--- config.mk ---
export PLATFORM = sky130hd
export DESIGN_NAME = modular_exponentiation
export DESIGN_NICKNAME = d
export VERILOG_FILES = /design/src/rtl/modexp_pkg.sv /design/src/rtl/modexp_mulmod.sv /design/src/rtl/modular_exponentiation.sv
export VERILOG_INCLUDE_DIRS = /design/src /design/src/rtl
export SDC_FILE = /design/constraint.sdc
export NUM_CORES = 1
export LEC_CHECK = 0
export BUFFER_PORTS_ARGS = -buffer_cell sky130_fd_sc_hd__buf_2
export CAP_MARGIN = 15
export CORE_MARGIN = 2
export CORE_UTILIZATION = 26
export CTS_CLUSTER_SIZE = 40
export DETAILED_ROUTE_END_ITERATION = 8
export GPL_TIMING_DRIVEN = 0
export PLACE_DENSITY_LB_ADDON = 0.05
export SLEW_MARGIN = 10
export SYNTH_ARGS = -nofsm -noshare
export SYNTH_HDL_FRONTEND = slang
export SYNTH_SLANG_ARGS = --single-unit
--- constraint.sdc ---
create_clock -name clk_i -period 6.65 [get_ports clk_i]
set_clock_uncertainty 0.1 [all_clocks]
set_input_delay 0.9975 -clock clk_i [delete_from_list [all_inputs] [get_ports clk_i]]
set_output_delay 0.9975 -clock clk_i [all_outputs]
set_load 0.05 [all_outputs]
--- src/rtl/modular_exponentiation_defines.svh ---
// Assertion macros shared by the modular exponentiation RTL.
// No dependencies; included inside module bodies.
`ifndef MODULAR_EXPONENTIATION_DEFINES_SVH
`define MODULAR_EXPONENTIATION_DEFINES_SVH

// Concurrent assertion: the property is checked at every rising clock edge out of reset.
`define MODEXP_ASSERT(lbl, clk, rst_n, prop, msg) \
  lbl: assert property (@(posedge clk) disable iff (!rst_n) (prop)) else $error(msg);

// Next-cycle implication: cons must hold in the cycle after ante.
`define MODEXP_ASSERT_NEXT(lbl, clk, rst_n, ante, cons, msg) \
  lbl: assert property (@(posedge clk) disable iff (!rst_n) (ante) |=> (cons)) else $error(msg);

`endif

--- src/rtl/modexp_pkg.sv ---
// Shared types for the modular exponentiation block.
// No dependencies.
package modexp_pkg;

  // Status reported by the multiply-reduce unit to the sequencer.
  typedef struct packed {
    logic busy;
    logic done;
  } modexp_mm_stat_t;

endpackage

--- src/rtl/modexp_mulmod.sv ---
// Iterative interleaved multiply-reduce unit: r = (p * q) mod m, one multiplier bit per cycle.
// Depends on modexp_pkg and modular_exponentiation_defines.svh.
module modexp_mulmod #(
  parameter int W = 31
) (
  input  logic                        clk_i,
  input  logic                        rst_ni,
  input  logic                        go_i,
  input  logic [W-1:0]                p_i,
  input  logic [W-1:0]                q_i,
  input  logic [W-1:0]                m_i,
  output modexp_pkg::modexp_mm_stat_t stat_o,
  output logic [W-1:0]                res_o
);
  import modexp_pkg::*;
  `include "modular_exponentiation_defines.svh"

  localparam int CW = (W > 1) ? $clog2(W) : 1;

  logic          busy_q, busy_d;
  logic          done_q, done_d;
  logic [CW-1:0] cnt_q, cnt_d;
  logic [W-1:0]  r_q, r_d;
  logic [W-1:0]  qsh_q, qsh_d;
  logic [W-1:0]  p_q, p_d;
  logic [W-1:0]  m_q, m_d;

  logic [W+1:0]  t, t_m1, t_m2, m1, m2;

  // p <= m and r < m keep 2r + p below 3m: at most two subtractions, tried in parallel.
  always_comb begin
    m1   = {2'b00, m_q};
    m2   = {1'b0, m_q, 1'b0};
    t    = {1'b0, r_q, 1'b0} + (qsh_q[W-1] ? {2'b00, p_q} : '0);
    t_m1 = t - m1;
    t_m2 = t - m2;
  end

  always_comb begin
    busy_d = busy_q;
    done_d = 1'b0;
    cnt_d  = cnt_q;
    r_d    = r_q;
    qsh_d  = qsh_q;
    p_d    = p_q;
    m_d    = m_q;
    if (go_i) begin
      busy_d = 1'b1;
      cnt_d  = '0;
      r_d    = '0;
      qsh_d  = q_i;
      p_d    = p_i;
      m_d    = m_i;
    end else if (busy_q) begin
      priority if (t >= m2) begin
        r_d = t_m2[W-1:0];
      end else if (t >= m1) begin
        r_d = t_m1[W-1:0];
      end else begin
        r_d = t[W-1:0];
      end
      qsh_d = qsh_q << 1;
      cnt_d = cnt_q + CW'(1);
      if (cnt_q == CW'(W - 1)) begin
        busy_d = 1'b0;
        done_d = 1'b1;
      end
    end
  end

  always_ff @(posedge clk_i or negedge rst_ni) begin
    if (!rst_ni) begin
      busy_q <= 1'b0;
      done_q <= 1'b0;
      cnt_q  <= '0;
    end else begin
      busy_q <= busy_d;
      done_q <= done_d;
      cnt_q  <= cnt_d;
    end
  end

  always_ff @(posedge clk_i) begin
    r_q   <= r_d;
    qsh_q <= qsh_d;
    p_q   <= p_d;
    m_q   <= m_d;
  end

  assign stat_o.busy = busy_q;
  assign stat_o.done = done_q;
  assign res_o       = r_q;

  `MODEXP_ASSERT(a_go_when_free, clk_i, rst_ni, go_i |-> !busy_q, "mulmod started while busy")
  `MODEXP_ASSERT(a_done_not_busy, clk_i, rst_ni, done_q |-> !busy_q, "done raised while busy")
  `MODEXP_ASSERT(a_res_reduced, clk_i, rst_ni, done_q |-> (r_q < m_q), "result not reduced")
  `MODEXP_ASSERT_NEXT(a_go_busy, clk_i, rst_ni, go_i, busy_q, "mulmod did not start")

endmodule

--- src/rtl/modular_exponentiation.sv ---
// Top level of the modular exponentiation block: sequencer around one multiply-reduce unit.
// Depends on modexp_pkg, modexp_mulmod and modular_exponentiation_defines.svh.
//
// Computes power_mod = base ^ exponent mod modulus by right-to-left square-and-multiply.
// A transaction is taken when start is high and busy is low; busy then stays high until
// the result has been produced. The result appears on power_mod_o for exactly one cycle,
// marked by result_valid_o, and the receiver cannot stall it, so it must be captured then.
// A new start is accepted in that same cycle. All arithmetic goes through one shared
// multiply-reduce unit that retires one multiplier bit per cycle. Besides the initial
// reduction of base, a transaction runs one squaring per exponent bit below the highest
// set bit and one multiply per set exponent bit, all through that unit, which finishes
// one product before it takes the next. A zero exponent finishes after the base
// reduction; a zero modulus (out of range) returns 0 without raising busy.
module modular_exponentiation #(
  parameter int OPERAND_WIDTH = 31
) (
  input  logic                     clk_i,
  input  logic                     rst_ni,
  input  logic                     start,
  output logic                     busy,
  input  logic [OPERAND_WIDTH-1:0] base_i,
  input  logic [OPERAND_WIDTH-1:0] exponent_i,
  input  logic [OPERAND_WIDTH-1:0] modulus_i,
  output logic                     result_valid_o,
  output logic [OPERAND_WIDTH-1:0] power_mod_o
);
  import modexp_pkg::*;
  `include "modular_exponentiation_defines.svh"

  localparam int W = OPERAND_WIDTH;

  typedef enum logic [3:0] {
    S_IDLE = 4'b0001,  // waiting for start
    S_RED  = 4'b0010,  // base mod modulus
    S_MUL  = 4'b0100,  // acc * sq
    S_SQR  = 4'b1000   // sq * sq
  } modexp_state_e;

  modexp_state_e   state_q, state_d;
  logic            go_q, go_d;
  logic            valid_q, valid_d;
  logic [W-1:0]    pm_q, pm_d;
  logic [W-1:0]    e_q, e_d;
  logic [W-1:0]    mod_q, mod_d;
  logic [W-1:0]    acc_q, acc_d;
  logic [W-1:0]    sq_q, sq_d;
  logic [W-1:0]    op_p_q, op_p_d;
  logic [W-1:0]    op_q_q, op_q_d;

  modexp_mm_stat_t mm_stat;
  logic [W-1:0]    mm_res;
  logic [W-1:0]    acc_init;
  logic [W-1:0]    e_shr;

  modexp_mulmod #(
    .W(W)
  ) u_mulmod (
    .clk_i (clk_i),
    .rst_ni(rst_ni),
    .go_i  (go_q),
    .p_i   (op_p_q),
    .q_i   (op_q_q),
    .m_i   (mod_q),
    .stat_o(mm_stat),
    .res_o (mm_res)
  );

  // 1 mod m: zero only for a modulus of one
  assign acc_init = {{(W-1){1'b0}}, (mod_q != W'(1))};
  assign e_shr    = e_q >> 1;

  always_comb begin
    state_d = state_q;
    go_d    = 1'b0;
    valid_d = 1'b0;
    pm_d    = pm_q;
    e_d     = e_q;
    mod_d   = mod_q;
    acc_d   = acc_q;
    sq_d    = sq_q;
    op_p_d  = op_p_q;
    op_q_d  = op_q_q;
    unique case (state_q)
      S_IDLE: begin
        if (start) begin
          e_d   = exponent_i;
          mod_d = modulus_i;
          if (modulus_i == '0) begin
            // no reduction possible: answer 0 at once
            pm_d    = '0;
            valid_d = 1'b1;
          end else begin
            // base * 1 through the unit reduces base below modulus
            op_p_d  = W'(1);
            op_q_d  = base_i;
            go_d    = 1'b1;
            state_d = S_RED;
          end
        end
      end
      S_RED: begin
        if (mm_stat.done) begin
          sq_d  = mm_res;
          acc_d = acc_init;
          priority if (e_q == '0) begin
            pm_d    = acc_init;
            valid_d = 1'b1;
            state_d = S_IDLE;
          end else if (e_q[0]) begin
            op_p_d  = acc_init;
            op_q_d  = mm_res;
            go_d    = 1'b1;
            state_d = S_MUL;
          end else begin
            op_p_d  = mm_res;
            op_q_d  = mm_res;
            go_d    = 1'b1;
            state_d = S_SQR;
          end
        end
      end
      S_MUL: begin
        if (mm_stat.done) begin
          acc_d = mm_res;
          if (e_shr == '0) begin
            // top exponent bit done: the last square is never needed
            pm_d    = mm_res;
            valid_d = 1'b1;
            state_d = S_IDLE;
          end else begin
            op_p_d  = sq_q;
            op_q_d  = sq_q;
            go_d    = 1'b1;
            state_d = S_SQR;
          end
        end
      end
      S_SQR: begin
        if (mm_stat.done) begin
          sq_d = mm_res;
          e_d  = e_shr;
          priority if (e_shr == '0) begin
            pm_d    = acc_q;
            valid_d = 1'b1;
            state_d = S_IDLE;
          end else if (e_shr[0]) begin
            op_p_d  = acc_q;
            op_q_d  = mm_res;
            go_d    = 1'b1;
            state_d = S_MUL;
          end else begin
            op_p_d  = mm_res;
            op_q_d  = mm_res;
            go_d    = 1'b1;
            state_d = S_SQR;
          end
        end
      end
      default: begin
        state_d = S_IDLE;
      end
    endcase
  end

  always_ff @(posedge clk_i or negedge rst_ni) begin
    if (!rst_ni) begin
      state_q <= S_IDLE;
      go_q    <= 1'b0;
      valid_q <= 1'b0;
    end else begin
      state_q <= state_d;
      go_q    <= go_d;
      valid_q <= valid_d;
    end
  end

  always_ff @(posedge clk_i) begin
    pm_q   <= pm_d;
    e_q    <= e_d;
    mod_q  <= mod_d;
    acc_q  <= acc_d;
    sq_q   <= sq_d;
    op_p_q <= op_p_d;
    op_q_q <= op_q_d;
  end

  assign busy           = (state_q != S_IDLE);
  assign result_valid_o = valid_q;
  assign power_mod_o    = pm_q;

  `MODEXP_ASSERT(a_res_in_range, clk_i, rst_ni,
    valid_q |-> ((pm_q < mod_q) || (pm_q == '0)), "result not below modulus")
  `MODEXP_ASSERT(a_done_in_work, clk_i, rst_ni,
    mm_stat.done |-> (state_q != S_IDLE), "unit finished while sequencer idle")
  `MODEXP_ASSERT(a_go_in_work, clk_i, rst_ni,
    go_q |-> (state_q != S_IDLE), "unit launched while sequencer idle")
  `MODEXP_ASSERT(a_go_unit_free, clk_i, rst_ni,
    go_q |-> !mm_stat.busy, "unit launched while still working")
  `MODEXP_ASSERT_NEXT(a_start_taken, clk_i, rst_ni,
    start && !busy, busy || result_valid_o, "accepted transaction dropped")

endmodule
==> results of run 1 <==
per-stage QoR:
stage	hold WS (ns)	setup WS (ns)	utilization (%)	area [um^2]	instances
after global placement	0.308	-3.32	28.8	20700	2688
after global routing	0.197	-0.0319	31.3	22400	2784
final	0.188	0.326	31.3	22400	2784
after floorplan	0.300	1.14	-	18800	1610
after CTS	0.175	0.0187	31.2	22300	2783
after detailed placement	0.305	-0.581	29.2	20900	2698
logic make-up (layout without fill, tap and decap cells):
kind of cell / Yosys count / count (layout)
muxes: 56 / 56
xor gates and xnor gates: 78 / 78
buffers and inverters: 123 / 347
AOI/OAI and AO/OA: 441 / 441
DFF: 354 / 354
and+or+nand+nor: 461 / 461
adders and majority gates: 97 / 97
worst max path at each step:
stage	from	endpoint	slack [ns]	cells past startpoint
2_1_floorplan	state_q[3]	op_p_q[0]	1.14	5
3_3_place_gp	state_q[3]	op_q_q[6]	-3.32	5
3_5_place_dp	u_mulmod.qsh_q[30]	u_mulmod.res_o[23]	-0.58	22
4_1_cts	u_mulmod.qsh_q[30]	u_mulmod.res_o[25]	0.02	27
5_1_grt	u_mulmod.qsh_q[30]	u_mulmod.res_o[17]	-0.03	23
6_report	u_mulmod.qsh_q[30]	u_mulmod.res_o[30]	0.33	23
cells in the final DEF, fill, tap and decap left out, types with 6 or more instances in the layout:
cell type                   instances
sky130_fd_sc_hd__edfxtp_1         310
sky130_fd_sc_hd__nand2_1          147
sky130_fd_sc_hd__buf_2            132
sky130_fd_sc_hd__and2_1            98
sky130_fd_sc_hd__ha_1              94
sky130_fd_sc_hd__a21oi_1           84
sky130_fd_sc_hd__nor2_1            68
sky130_fd_sc_hd__a21o_1            65
sky130_fd_sc_hd__a221o_1           63
sky130_fd_sc_hd__inv_1             61
sky130_fd_sc_hd__o21ai_0           57
sky130_fd_sc_hd__clkbuf_1          54
sky130_fd_sc_hd__xnor2_1           49
sky130_fd_sc_hd__clkbuf_16         46
sky130_fd_sc_hd__dfxtp_1           31
sky130_fd_sc_hd__mux2_2            30
sky130_fd_sc_hd__a211oi_1          25
sky130_fd_sc_hd__mux2i_1           25
sky130_fd_sc_hd__nand3_1           24
sky130_fd_sc_hd__nor3_1            23
sky130_fd_sc_hd__xor2_1            22
sky130_fd_sc_hd__nor4_1            21
sky130_fd_sc_hd__nand4_1           16
sky130_fd_sc_hd__o21a_1            14
sky130_fd_sc_hd__a31oi_1           14
sky130_fd_sc_hd__o21bai_1          14
sky130_fd_sc_hd__and3_1            13
sky130_fd_sc_hd__nor2b_1           12
sky130_fd_sc_hd__dfrtp_1           11
sky130_fd_sc_hd__o22ai_1           10
sky130_fd_sc_hd__clkinv_1          10
sky130_fd_sc_hd__o211ai_1           9
sky130_fd_sc_hd__clkinv_2           9
sky130_fd_sc_hd__o31ai_1            8
sky130_fd_sc_hd__nand2b_1           7
sky130_fd_sc_hd__a21oi_2            7
sky130_fd_sc_hd__or3_1              6
sky130_fd_sc_hd__buf_4              6
registers in the layout, summed over array words and instances (netlist names):
| name | flops |
|---|---|
| e_q | 31 |
| sq_q | 31 |
| op_q_q | 31 |
| power_mod_o | 31 |
| u_mulmod.qsh_q | 31 |
| state_q | 4 |
| acc_q | 31 |
| result_valid_o | 1 |
| op_p_q | 31 |
| u_mulmod.p_q | 31 |
| u_mulmod.m_q | 31 |
| go_q | 1 |
| u_mulmod.cnt_q | 5 |
| mod_q | 31 |
| u_mulmod.res_o | 31 |
| u_mulmod.done_q | 1 |
| u_mulmod.busy_q | 1 |
layout make-up:
class	count	area (um^2)	share of cell area [%]
Buffer	59	264	1.18
Sequential cell	354	10300	45.7
Inverter	63	236	1.05
Timing Repair Buffer	141	878	3.91
Clock inverter	25	149	0.664
Tap cell	950	1190	5.30
Multi-Input combinational cell	1133	8230	36.7
Clock buffer	59	1230	5.48
worst max-delay path: stages, from the launching register on:
cell,delay (ns)
sky130_fd_sc_hd__edfxtp_1,0.44
sky130_fd_sc_hd__clkbuf_1,0.20
sky130_fd_sc_hd__and2_1,0.19
sky130_fd_sc_hd__ha_1,0.21
sky130_fd_sc_hd__fa_1,0.46
sky130_fd_sc_hd__a211oi_2,0.28
sky130_fd_sc_hd__o21bai_2,0.13
sky130_fd_sc_hd__a31oi_4,0.29
sky130_fd_sc_hd__o31ai_4,0.14
sky130_fd_sc_hd__or2_2,0.30
sky130_fd_sc_hd__a21oi_2,0.19
sky130_fd_sc_hd__xnor2_1,0.30
sky130_fd_sc_hd__ha_1,0.41
sky130_fd_sc_hd__nand3_1,0.20
sky130_fd_sc_hd__o2bb2ai_1,0.14
sky130_fd_sc_hd__a2111oi_2,0.40
sky130_fd_sc_hd__o21ai_2,0.21
sky130_fd_sc_hd__a221oi_4,0.35
sky130_fd_sc_hd__a21oi_2,0.12
sky130_fd_sc_hd__nor3_4,0.31
sky130_fd_sc_hd__buf_4,0.27
sky130_fd_sc_hd__nand2_1,0.17
sky130_fd_sc_hd__a211oi_2,0.28
sky130_fd_sc_hd__a311oi_2,0.06
layer usage:
layer	part of all wire [%]	vias to the layer above	wire length, um	global-route usage [%]
met4	2.8	2	1740	5.05
met5	0.021	-	13	0
met1	47	6717	29000	22.5
met3	3.8	88	2350	2.29
met2	47	304	29300	27.1
li1	-	6572	-	-
repair_timing:
item / 4_1_cts / 5_1_grt
pin swaps: 1 / 1
hold buffers: 0 / 0
gates resized for setup: 11 / 22
endpoints found under the setup margin: 31 / 31
buffers inserted: 1 / 2
==> flow_results.xml, run 1 <==
<?xml version="1.0" encoding="UTF-8"?>
<metrics>
  <group name="setup_path">
    <metric name="worstSetupStartpointType" unit="">register</metric>
    <metric name="worst_ep_required_time" unit="ns">6.97</metric>
    <metric name="timing_worst_setup_path_type" unit="">reg2reg</metric>
    <metric name="ff2ff_setup_slack" unit="ns">0.33</metric>
    <metric name="worst_r2r_endpoint" unit="">u_mulmod.res_o[30]</metric>
    <metric name="cp-end-kind" unit="">register</metric>
    <metric name="timing.critical_path.arrival" unit="ns">6.64</metric>
    <metric name="rr_startpoint" unit="">u_mulmod.qsh_q[30]</metric>
    <metric name="worst-path-max-fanout" unit="">10</metric>
    <metric name="reg2regPathDepth" unit="">23</metric>
  </group>
  <group name="yosys">
    <metric name="async_reset_ff_share" unit="%">3.67</metric>
    <metric name="synthMuxAreaShare" unit="%">3.18</metric>
    <metric name="syn-num-nets" unit="">1803</metric>
    <metric name="main_combinational_cell_family_by_area_after_synthesis" unit="">compound AO/OA/AOI/OAI gates</metric>
    <metric name="post-synth-top-area-fraction" unit="%">49.5</metric>
    <metric name="postSynthAreaPerCell" unit="um^2">11.7</metric>
    <metric name="ys_types" unit="">78</metric>
    <metric name="synth_top_cells_by_area" unit="">sky130_fd_sc_hd__edfxtp_1 (49%), sky130_fd_sc_hd__ha_1 (6.2%), sky130_fd_sc_hd__a221o_1 (3.4%)</metric>
    <metric name="synthesis.yosys.warnings" unit="">0</metric>
    <metric name="post_synthesis_share_of_cell_area_spent_on_full_adders_half_adders_and_majority_gates" unit="%">6.57</metric>
    <metric name="yosysTopAreaCell" unit="">sky130_fd_sc_hd__edfxtp_1</metric>
    <metric name="synth_compound_gate_area_share" unit="%">17.2</metric>
    <metric name="synth_xor_area_share" unit="%">3.67</metric>
    <metric name="main_synth_ff_type" unit="">sky130_fd_sc_hd__edfxtp_1</metric>
    <metric name="synth_cells" unit="">1610</metric>
    <metric name="synth.cell_area" unit="um^2">18800</metric>
    <metric name="synth.most_common_cell" unit="">sky130_fd_sc_hd__edfxtp_1</metric>
    <metric name="synth.yosys.seq_area_share" unit="%">54.5</metric>
    <metric name="synth_area_in_simple_gates" unit="%">12.3</metric>
    <metric name="synth_edf_count" unit="">310</metric>
    <metric name="ys_seq_elements" unit="">354</metric>
    <metric name="ys_top_cells_by_count" unit="">sky130_fd_sc_hd__edfxtp_1 (310), sky130_fd_sc_hd__nand2_1 (148), sky130_fd_sc_hd__and2_1 (99)</metric>
  </group>
  <group name="clock_network">
    <metric name="tritoncts_clock_tree" unit="">built</metric>
    <metric name="cell_at_the_root_of_the_clock_tree" unit="">sky130_fd_sc_hd__clkbuf_16</metric>
    <metric name="ctsLongestPathBuffers" unit="">3</metric>
    <metric name="clock_sinks" unit="">354</metric>
    <metric name="cts-buffers-inserted" unit="">45</metric>
    <metric name="h-tree-depth" unit="">2</metric>
    <metric name="clk_latency" unit="ns">0.59</metric>
    <metric name="clk_pin_slew_worst_paths" unit="ns">0.06</metric>
  </group>
  <group name="outcome">
    <metric name="result_of_the_run" unit="">complete, no violations</metric>
  </group>
  <group name="detailed_routing">
    <metric name="drtIter0Drc" unit="">1096</metric>
    <metric name="drt-wirelength-per-cell" unit="um">22.4</metric>
    <metric name="route.vias.total" unit="">13683</metric>
    <metric name="ant_nets" unit="">0</metric>
    <metric name="wl" unit="um">62400</metric>
    <metric name="route.detailed.drc" unit="">0</metric>
    <metric name="vias_per_cell" unit="">4.91</metric>
    <metric name="detailedRoute.firstPassIterationCount" unit="">5</metric>
  </group>
  <group name="placement">
    <metric name="io_buffers" unit="">128</metric>
    <metric name="place.detailed.hpwl" unit="um">48800</metric>
    <metric name="place.gp.congestion" unit="">0.844</metric>
  </group>
  <group name="floorplan">
    <metric name="die_w" unit="um">273</metric>
    <metric name="row_count" unit="">98</metric>
    <metric name="fp.dieH" unit="um">273</metric>
    <metric name="io_pins" unit="">129</metric>
    <metric name="floorplan.die_area" unit="um^2">74600</metric>
    <metric name="floorplan.initialDensity" unit="%">26.3</metric>
    <metric name="design.core.area" unit="um^2">71600</metric>
  </group>
  <group name="sta">
    <metric name="final.period_utilization" unit="%">95.1</metric>
    <metric name="fmax" unit="GHz">0.158</metric>
    <metric name="slew_of_the_pin_with_the_lowest_slew_margin" unit="ns">1.14</metric>
    <metric name="timing.final.setup_violations" unit="">0</metric>
    <metric name="setup_repair_after_global_routing_missed_its_margin" unit="">yes</metric>
    <metric name="total_negative_slack_for_setup_checks" unit="ns">0</metric>
    <metric name="final_period_minus_worst_setup_slack" unit="ns">6.32</metric>
    <metric name="max_slew_margin" unit="%">23.4</metric>
    <metric name="timing.final.hold_violations" unit="">0</metric>
    <metric name="finalMaxSlewViolations" unit="">0</metric>
  </group>
  <group name="cells_and_area">
    <metric name="antenna_cells_inserted" unit="">0</metric>
    <metric name="final_layout_size_suffix_gt1_share" unit="%">16.5</metric>
    <metric name="fillCellCount" unit="">7356</metric>
    <metric name="flow.area_growth_from_synthesis" unit="%">19.2</metric>
    <metric name="nets" unit="">1990</metric>
  </group>
  <group name="grt">
    <metric name="global_route_wire_length_before_repair" unit="um">91500</metric>
    <metric name="globalRoute.totalOverflow" unit="">0</metric>
    <metric name="grt_start_max_net_pins" unit="">33</metric>
    <metric name="track_usage" unit="%">16.5</metric>
    <metric name="grt_antenna_before_repair" unit="">1</metric>
    <metric name="via_count_of_the_first_global_routing_pass" unit="">13816</metric>
  </group>
  <group name="job">
    <metric name="cap_violations" unit="">0</metric>
  </group>
  <group name="min_path">
    <metric name="timing.hold.worst.class" unit="">in2async</metric>
  </group>
</metrics>
Power of run 1 is left out: the tool's default activity adds up to more than one toggle a clock period on the data nets, which glitch-free logic cannot reach.
==> inputs of run 2 (changes only) <==
==> constraint.sdc (replaced) <==
create_clock -name clk_i -period 6.7 [get_ports clk_i]
set_clock_uncertainty 0.1 [all_clocks]
set_input_delay 1.005 -clock clk_i [delete_from_list [all_inputs] [get_ports clk_i]]
set_output_delay 1.005 -clock clk_i [all_outputs]
set_load 0.05 [all_outputs]
==> run 2 against run 1 <==
  * Critical path depth grew 4
  * Maximum frequency down 1.8%
  * Die area unchanged
  * Design area barely moved
  * Count of clock-buffer cells in the layout is the same
  * Core utilization about the same
  * Worst setup slack got worse by 0.063 ns
  * Via count decreased by 0.34%
  * Register-to-register slack lost 0.06 ns
  * Sequential share of layout area about the same
  * Wire length barely moved
  * Non-clock buffer count up 1
  * Critical path type unchanged
  * Largest cell class unchanged
  * Highest routed layer unchanged
==> flow_results.xml, run 2 (synthesis results as in run 1) <==
<?xml version="1.0" encoding="UTF-8"?>
<metrics>
  <group name="min_path">
    <metric name="timing.hold.worst.class" unit="">in2async</metric>
  </group>
  <group name="detailed_routing">
    <metric name="vias_per_cell" unit="">4.90</metric>
    <metric name="ant_nets" unit="">0</metric>
    <metric name="wl" unit="um">62400</metric>
    <metric name="detailedRoute.firstPassIterationCount" unit="">6</metric>
    <metric name="route.vias.total" unit="">13637</metric>
    <metric name="drt-wirelength-per-cell" unit="um">22.4</metric>
    <metric name="route.detailed.drc" unit="">0</metric>
    <metric name="drtIter0Drc" unit="">1100</metric>
  </group>
  <group name="cells_and_area">
    <metric name="most_common_cell_after_layout_fill_and_taps_aside" unit="">sky130_fd_sc_hd__edfxtp_1</metric>
    <metric name="commonest_cells_after_routing_fill_and_taps_aside" unit="">sky130_fd_sc_hd__edfxtp_1 (310), sky130_fd_sc_hd__nand2_1 (147), sky130_fd_sc_hd__buf_2 (132)</metric>
    <metric name="final_layout_size_suffix_gt1_share" unit="%">16.3</metric>
    <metric name="antenna_cells_inserted" unit="">0</metric>
    <metric name="final_core_utilization" unit="%">31.3</metric>
    <metric name="nets" unit="">1991</metric>
    <metric name="flow.area_growth_from_synthesis" unit="%">19.1</metric>
  </group>
  <group name="clock_network">
    <metric name="h-tree-depth" unit="">2</metric>
    <metric name="ctsLongestPathBuffers" unit="">3</metric>
    <metric name="clk_latency" unit="ns">0.59</metric>
    <metric name="cts-buffers-inserted" unit="">45</metric>
    <metric name="cell_at_the_root_of_the_clock_tree" unit="">sky130_fd_sc_hd__clkbuf_16</metric>
    <metric name="tritoncts_clock_tree" unit="">built</metric>
    <metric name="clock_sinks" unit="">354</metric>
    <metric name="clk_pin_slew_worst_paths" unit="ns">0.06</metric>
    <metric name="cts_hold_buffers" unit="">0</metric>
  </group>
  <group name="sta">
    <metric name="final_period_minus_worst_setup_slack" unit="ns">6.44</metric>
    <metric name="final.period_utilization" unit="%">96.1</metric>
    <metric name="slew_of_the_pin_with_the_lowest_slew_margin" unit="ns">1.08</metric>
    <metric name="max_slew_margin" unit="%">27.5</metric>
    <metric name="finalMaxSlewViolations" unit="">0</metric>
    <metric name="timing.final.hold_violations" unit="">0</metric>
    <metric name="timing.final.setup_violations" unit="">0</metric>
    <metric name="setup_repair_after_global_routing_missed_its_margin" unit="">yes</metric>
    <metric name="fmax" unit="GHz">0.155</metric>
  </group>
  <group name="job">
    <metric name="cap_violations" unit="">0</metric>
  </group>
  <group name="floorplan">
    <metric name="floorplan.initialDensity" unit="%">26.3</metric>
    <metric name="row_count" unit="">98</metric>
    <metric name="design.core.area" unit="um^2">71600</metric>
    <metric name="floorplan.die_area" unit="um^2">74600</metric>
    <metric name="fp.dieH" unit="um">273</metric>
    <metric name="die_w" unit="um">273</metric>
    <metric name="io_pins" unit="">129</metric>
  </group>
  <group name="grt">
    <metric name="grt_antenna_before_repair" unit="">1</metric>
    <metric name="global_route_wire_length_before_repair" unit="um">91500</metric>
    <metric name="grt_start_max_net_pins" unit="">33</metric>
    <metric name="globalRoute.totalOverflow" unit="">0</metric>
    <metric name="via_count_of_the_first_global_routing_pass" unit="">13817</metric>
    <metric name="track_usage" unit="%">16.5</metric>
  </group>
  <group name="outcome">
    <metric name="result_of_the_run" unit="">complete, no violations</metric>
  </group>
  <group name="setup_path">
    <metric name="worst-path-max-fanout" unit="">10</metric>
    <metric name="worst_ep_required_time" unit="ns">7.05</metric>
    <metric name="timing.critical_path.arrival" unit="ns">6.79</metric>
    <metric name="timing_worst_setup_path_type" unit="">reg2reg</metric>
    <metric name="worstSetupStartpointType" unit="">register</metric>
    <metric name="cp-end-kind" unit="">register</metric>
  </group>
  <group name="placement">
    <metric name="io_buffers" unit="">128</metric>
    <metric name="place.detailed.hpwl" unit="um">48800</metric>
    <metric name="place.gp.congestion" unit="">0.844</metric>
  </group>
</metrics>
==> run 2: worst paths after layout <==
path | to | slack, ns | cells after the start | from
setup reg to reg | u_mulmod.res_o[25] | 0.26 | 27 | u_mulmod.qsh_q[30]
min in group clk_i | u_mulmod.p_q[7] | 0.32 | 0 | op_p_q[7]
hold reg to reg | u_mulmod.p_q[7] | 0.32 | 0 | op_p_q[7]
hold / removal | state_q[1] | 0.20 | 1 | rst_ni
max in group asynchronous | state_q[0] | 6.01 | 1 | rst_ni
setup / recovery | u_mulmod.res_o[25] | 0.26 | 27 | u_mulmod.qsh_q[30]
==> run 2: final cells by class <==
type / instances / area (um^2)
multi-input combinational: 1133 / 8210
timing repair buffer: 141 / 878
inverter: 63 / 236
clock inverter: 25 / 149
buffer: 60 / 268
sequential: 354 / 10300
fill: 7357 / 49200
clock buffer: 59 / 1230
tap: 950 / 1190
==> run 2: metrics by stage <==
stage	setup slack (ns)	cells	cell area (um^2)	TNS, ns	hold slack (ns)
final	0.263	2785	22400	0	0.195
after CTS	0.00985	2783	22300	0	0.183
after global routing	-0.0509	2785	22400	-0.151	0.205
after global placement	-3.27	2688	20700	-211.65	0.308
after floorplan	1.19	1610	18800	0	0.300
after detailed placement	-0.531	2698	20900	-6.78	0.305
==> run 2: repair_timing <==
item,CTS,global route
gates resized for setup,9,18
endpoints found under the hold margin,0,0
buffers inserted,1,2
pin swaps,1,1
endpoints found under the setup margin,30,31
==> run 2: per-layer routing <==
| layer | vias up | part of all wire [%] | GRT usage, % |
|---|---|---|---|
| met3 | 88 | 3.6 | 2.29 |
| met4 | 2 | 2.8 | 5.05 |
| met1 | 6689 | 47 | 22.5 |
| li1 | 6571 | - | - |
| met5 | - | 0.021 | 0 |
| met2 | 287 | 47 | 27.1 |
==> run 2: worst max-delay path, stage by stage (launching register included) <==
cell                       delay [ns]
sky130_fd_sc_hd__edfxtp_1        0.44
sky130_fd_sc_hd__clkbuf_1        0.20
sky130_fd_sc_hd__and2_1          0.19
sky130_fd_sc_hd__ha_1            0.21
sky130_fd_sc_hd__fa_1            0.45
sky130_fd_sc_hd__a211oi_2        0.28
sky130_fd_sc_hd__o21bai_2        0.13
sky130_fd_sc_hd__a31oi_4         0.29
sky130_fd_sc_hd__o31ai_4         0.14
sky130_fd_sc_hd__or2_2           0.30
sky130_fd_sc_hd__a21oi_2         0.19
sky130_fd_sc_hd__o21ai_0         0.18
sky130_fd_sc_hd__xor2_2          0.20
sky130_fd_sc_hd__buf_4           0.17
sky130_fd_sc_hd__ha_1            0.27
sky130_fd_sc_hd__clkbuf_1        0.32
sky130_fd_sc_hd__nand2_1         0.17
sky130_fd_sc_hd__o21ai_0         0.20
sky130_fd_sc_hd__a221o_1         0.19
sky130_fd_sc_hd__a21oi_2         0.08
sky130_fd_sc_hd__o21ai_0         0.24
sky130_fd_sc_hd__nor2_2          0.10
sky130_fd_sc_hd__a21o_1          0.21
sky130_fd_sc_hd__nand3_1         0.09
sky130_fd_sc_hd__buf_4           0.23
sky130_fd_sc_hd__buf_6           0.25
sky130_fd_sc_hd__mux2i_2         0.34
sky130_fd_sc_hd__a211oi_2        0.11
Power of run 2 is left out for the same reason.
==> inputs of run 3 (changes only) <==
--- a/config.mk
+++ b/config.mk
@@ -6,6 +6,7 @@
 export SDC_FILE = /design/constraint.sdc
 export NUM_CORES = 1
 export LEC_CHECK = 0
+export ABC_CLOCK_PERIOD_IN_PS = 7900
 export BUFFER_PORTS_ARGS = -buffer_cell sky130_fd_sc_hd__buf_2
 export CAP_MARGIN = 15
 export CORE_MARGIN = 2
==> constraint.sdc (replaced) <==
create_clock -name clk_i -period 7.9 [get_ports clk_i]
set_clock_uncertainty 0.1 [all_clocks]
set_input_delay 1.185 -clock clk_i [delete_from_list [all_inputs] [get_ports clk_i]]
set_output_delay 1.185 -clock clk_i [all_outputs]
set_load 0.05 [all_outputs]
==> run 3 against run 2 <==
  * Critical path depth decreased by 6
  * Hold slack gained 0.12 ns
  * Sequential share of layout area about the same
  * Sequential cell count unchanged
  * Maximum frequency decreased by 11%
  * Via count is 0.46% lower
  * Core utilization barely moved
  * Worst setup slack better by 0.38 ns
  * First-iteration DRC count fell by 30%
  * Count of clock-buffer cells in the layout fell by 8
  * Critical endpoint is now u_mulmod.res_o[23]
  * Largest cell class unchanged
==> flow_results.xml, run 3 (synthesis results as in run 1) <==
<?xml version="1.0" encoding="UTF-8"?>
<metrics>
  <group name="outcome">
    <metric name="result_of_the_run" unit="">complete, no violations</metric>
  </group>
  <group name="cells_and_area">
    <metric name="commonest_cells_after_routing_fill_and_taps_aside" unit="">sky130_fd_sc_hd__edfxtp_1 (310), sky130_fd_sc_hd__nand2_1 (148), sky130_fd_sc_hd__buf_2 (131)</metric>
    <metric name="area.sequential" unit="um^2">10300</metric>
    <metric name="final_core_utilization" unit="%">31.3</metric>
    <metric name="layoutNonFillerInstCount" unit="">2782</metric>
    <metric name="nets" unit="">1989</metric>
    <metric name="fillCellCount" unit="">7394</metric>
    <metric name="flow.area_growth_from_synthesis" unit="%">19.2</metric>
    <metric name="post-route-cell-area" unit="um^2">22400</metric>
    <metric name="antenna_cells_inserted" unit="">0</metric>
    <metric name="most_common_cell_after_layout_fill_and_taps_aside" unit="">sky130_fd_sc_hd__edfxtp_1</metric>
    <metric name="area_taken_by_multi_input_logic_gates" unit="um^2">8090</metric>
    <metric name="final_layout_size_suffix_gt1_share" unit="%">15.1</metric>
  </group>
  <group name="setup_path">
    <metric name="timing.critical_path.arrival" unit="ns">7.65</metric>
    <metric name="worstPathCellList" unit="">clkbuf_1 -&gt; and2_1 -&gt; ha_1 -&gt; nor2b_1 -&gt; a221oi_1 -&gt; o31ai_1 -&gt; a21oi_1 -&gt; o41ai_1 -&gt; a311oi_1 -&gt; xnor2_1 -&gt; ha_1 -&gt; o21ai_0 -&gt; nand2b_1 -&gt; a41oi_1 -&gt; o21ai_2 -&gt; a221oi_4 -&gt; a21oi_2 -&gt; nor3_1 -&gt; nand2_1 -&gt; clkbuf_1 -&gt; o21ai_0</metric>
    <metric name="worst_ep_required_time" unit="ns">8.30</metric>
    <metric name="cp-end-kind" unit="">register</metric>
    <metric name="timing_worst_setup_path_type" unit="">reg2reg</metric>
    <metric name="worst_path_max_delay_cell" unit="">sky130_fd_sc_hd__o41ai_1</metric>
    <metric name="crit_buf_inv" unit="">2</metric>
    <metric name="top_delay_family_on_crit_path" unit="">compound AO/OA/AOI/OAI gates</metric>
    <metric name="crit_path_max_incr_delay" unit="ns">0.74</metric>
    <metric name="worstSetupPathDepth" unit="">21</metric>
    <metric name="reg2regPathDepth" unit="">21</metric>
    <metric name="worst-path-max-fanout" unit="">10</metric>
    <metric name="worstSetupStartpointType" unit="">register</metric>
  </group>
  <group name="clock_network">
    <metric name="cts_setup_buffers" unit="">0</metric>
    <metric name="clock_sinks" unit="">354</metric>
    <metric name="tritoncts_clock_tree" unit="">built</metric>
    <metric name="post_cts_resize_count" unit="">0</metric>
    <metric name="clk_latency" unit="ns">0.60</metric>
    <metric name="ctsLongestPathBuffers" unit="">3</metric>
    <metric name="clk_pin_slew_worst_paths" unit="ns">0.06</metric>
    <metric name="h-tree-depth" unit="">2</metric>
    <metric name="cts_hold_buffers" unit="">0</metric>
    <metric name="cell_at_the_root_of_the_clock_tree" unit="">sky130_fd_sc_hd__clkbuf_16</metric>
    <metric name="cts-buffers-inserted" unit="">46</metric>
  </group>
  <group name="floorplan">
    <metric name="floorplan.die_area" unit="um^2">74600</metric>
    <metric name="design.core.area" unit="um^2">71600</metric>
    <metric name="die_w" unit="um">273</metric>
    <metric name="fp.dieH" unit="um">273</metric>
    <metric name="io_pins" unit="">129</metric>
    <metric name="row_count" unit="">98</metric>
    <metric name="floorplan.initialDensity" unit="%">26.3</metric>
  </group>
  <group name="sta">
    <metric name="finalMaxSlewViolations" unit="">0</metric>
    <metric name="final_period_minus_worst_setup_slack" unit="ns">7.25</metric>
    <metric name="fmax" unit="GHz">0.138</metric>
    <metric name="timing.final.setup_violations" unit="">0</metric>
    <metric name="max_slew_margin" unit="%">24.7</metric>
    <metric name="hold-worst-slack" unit="ns">0.320</metric>
    <metric name="final.period_utilization" unit="%">91.8</metric>
    <metric name="timing.final.hold_violations" unit="">0</metric>
    <metric name="setup_repair_after_global_routing_missed_its_margin" unit="">no</metric>
    <metric name="slew_of_the_pin_with_the_lowest_slew_margin" unit="ns">1.13</metric>
  </group>
  <group name="grt">
    <metric name="global_route_wire_length_before_repair" unit="um">92000</metric>
    <metric name="grtUsageMet1" unit="%">22.7</metric>
    <metric name="use_met3" unit="%">2.65</metric>
    <metric name="globalRoute.totalOverflow" unit="">0</metric>
    <metric name="grt.met2_usage" unit="%">26.9</metric>
    <metric name="track_usage" unit="%">16.6</metric>
    <metric name="via_count_of_the_first_global_routing_pass" unit="">13925</metric>
    <metric name="grt_antenna_before_repair" unit="">1</metric>
    <metric name="grt_start_max_net_pins" unit="">33</metric>
    <metric name="global_route_hottest_layer" unit="">met2</metric>
  </group>
  <group name="placement">
    <metric name="place.gp.congestion" unit="">0.847</metric>
    <metric name="place.detailed.hpwl" unit="um">48800</metric>
    <metric name="dp.cells" unit="">2698</metric>
    <metric name="instance_area_after_placement" unit="um^2">20900</metric>
    <metric name="io_buffers" unit="">128</metric>
  </group>
  <group name="detailed_routing">
    <metric name="wl" unit="um">62400</metric>
    <metric name="drtIter0Drc" unit="">772</metric>
    <metric name="drt-wirelength-per-cell" unit="um">22.4</metric>
    <metric name="detailedRoute.firstPassIterationCount" unit="">5</metric>
    <metric name="route.detailed.drc" unit="">0</metric>
    <metric name="vias_per_cell" unit="">4.88</metric>
    <metric name="ant_nets" unit="">0</metric>
    <metric name="route.vias.total" unit="">13574</metric>
  </group>
  <group name="job">
    <metric name="cap_violations" unit="">0</metric>
  </group>
  <group name="min_path">
    <metric name="timing.hold.worst.class" unit="">reg2reg</metric>
    <metric name="min_path_cells" unit="">0</metric>
  </group>
</metrics>
run 3: final cells by class:
| class | instances | share of cell area [%] |
|---|---|---|
| clock inverter | 33 | 1.71 |
| tap | 950 | 5.30 |
| timing repair buffer | 138 | 3.79 |
| clock buffer | 51 | 5.21 |
| inverter | 63 | 1.05 |
| buffer | 60 | 1.17 |
| sequential | 354 | 45.7 |
| multi-input combinational | 1133 | 36.1 |
run 3: path summary, 6_finish.rpt:
path                            slack, ns                from                 end
worst max-delay path                 0.65  u_mulmod.qsh_q[30]  u_mulmod.res_o[23]
worst min-delay path                 0.32          op_p_q[26]    u_mulmod.p_q[26]
worst max register to register       0.65  u_mulmod.qsh_q[30]  u_mulmod.res_o[23]
worst min register to register       0.32          op_p_q[26]    u_mulmod.p_q[26]
max in group asynchronous            7.02              rst_ni          state_q[0]
min in group asynchronous            0.38              rst_ni          state_q[1]
run 3: per-layer routing:
layer	vias up	part of all wire (%)
li1	6541	-
met1	6643	47
met2	293	46
met3	95	3.8
met4	2	2.8
met5	-	0.022
run 3: through the flow:
step | TNS [ns] | setup WS, ns
after detailed placement | 0 | 0.672
after global placement | -313.82 | -5.08
after global routing | 0 | 0.0934
after CTS | 0 | 0.594
after floorplan | 0 | 0.723
final | 0 | 0.645
Power of run 3 is left out for the same reason.
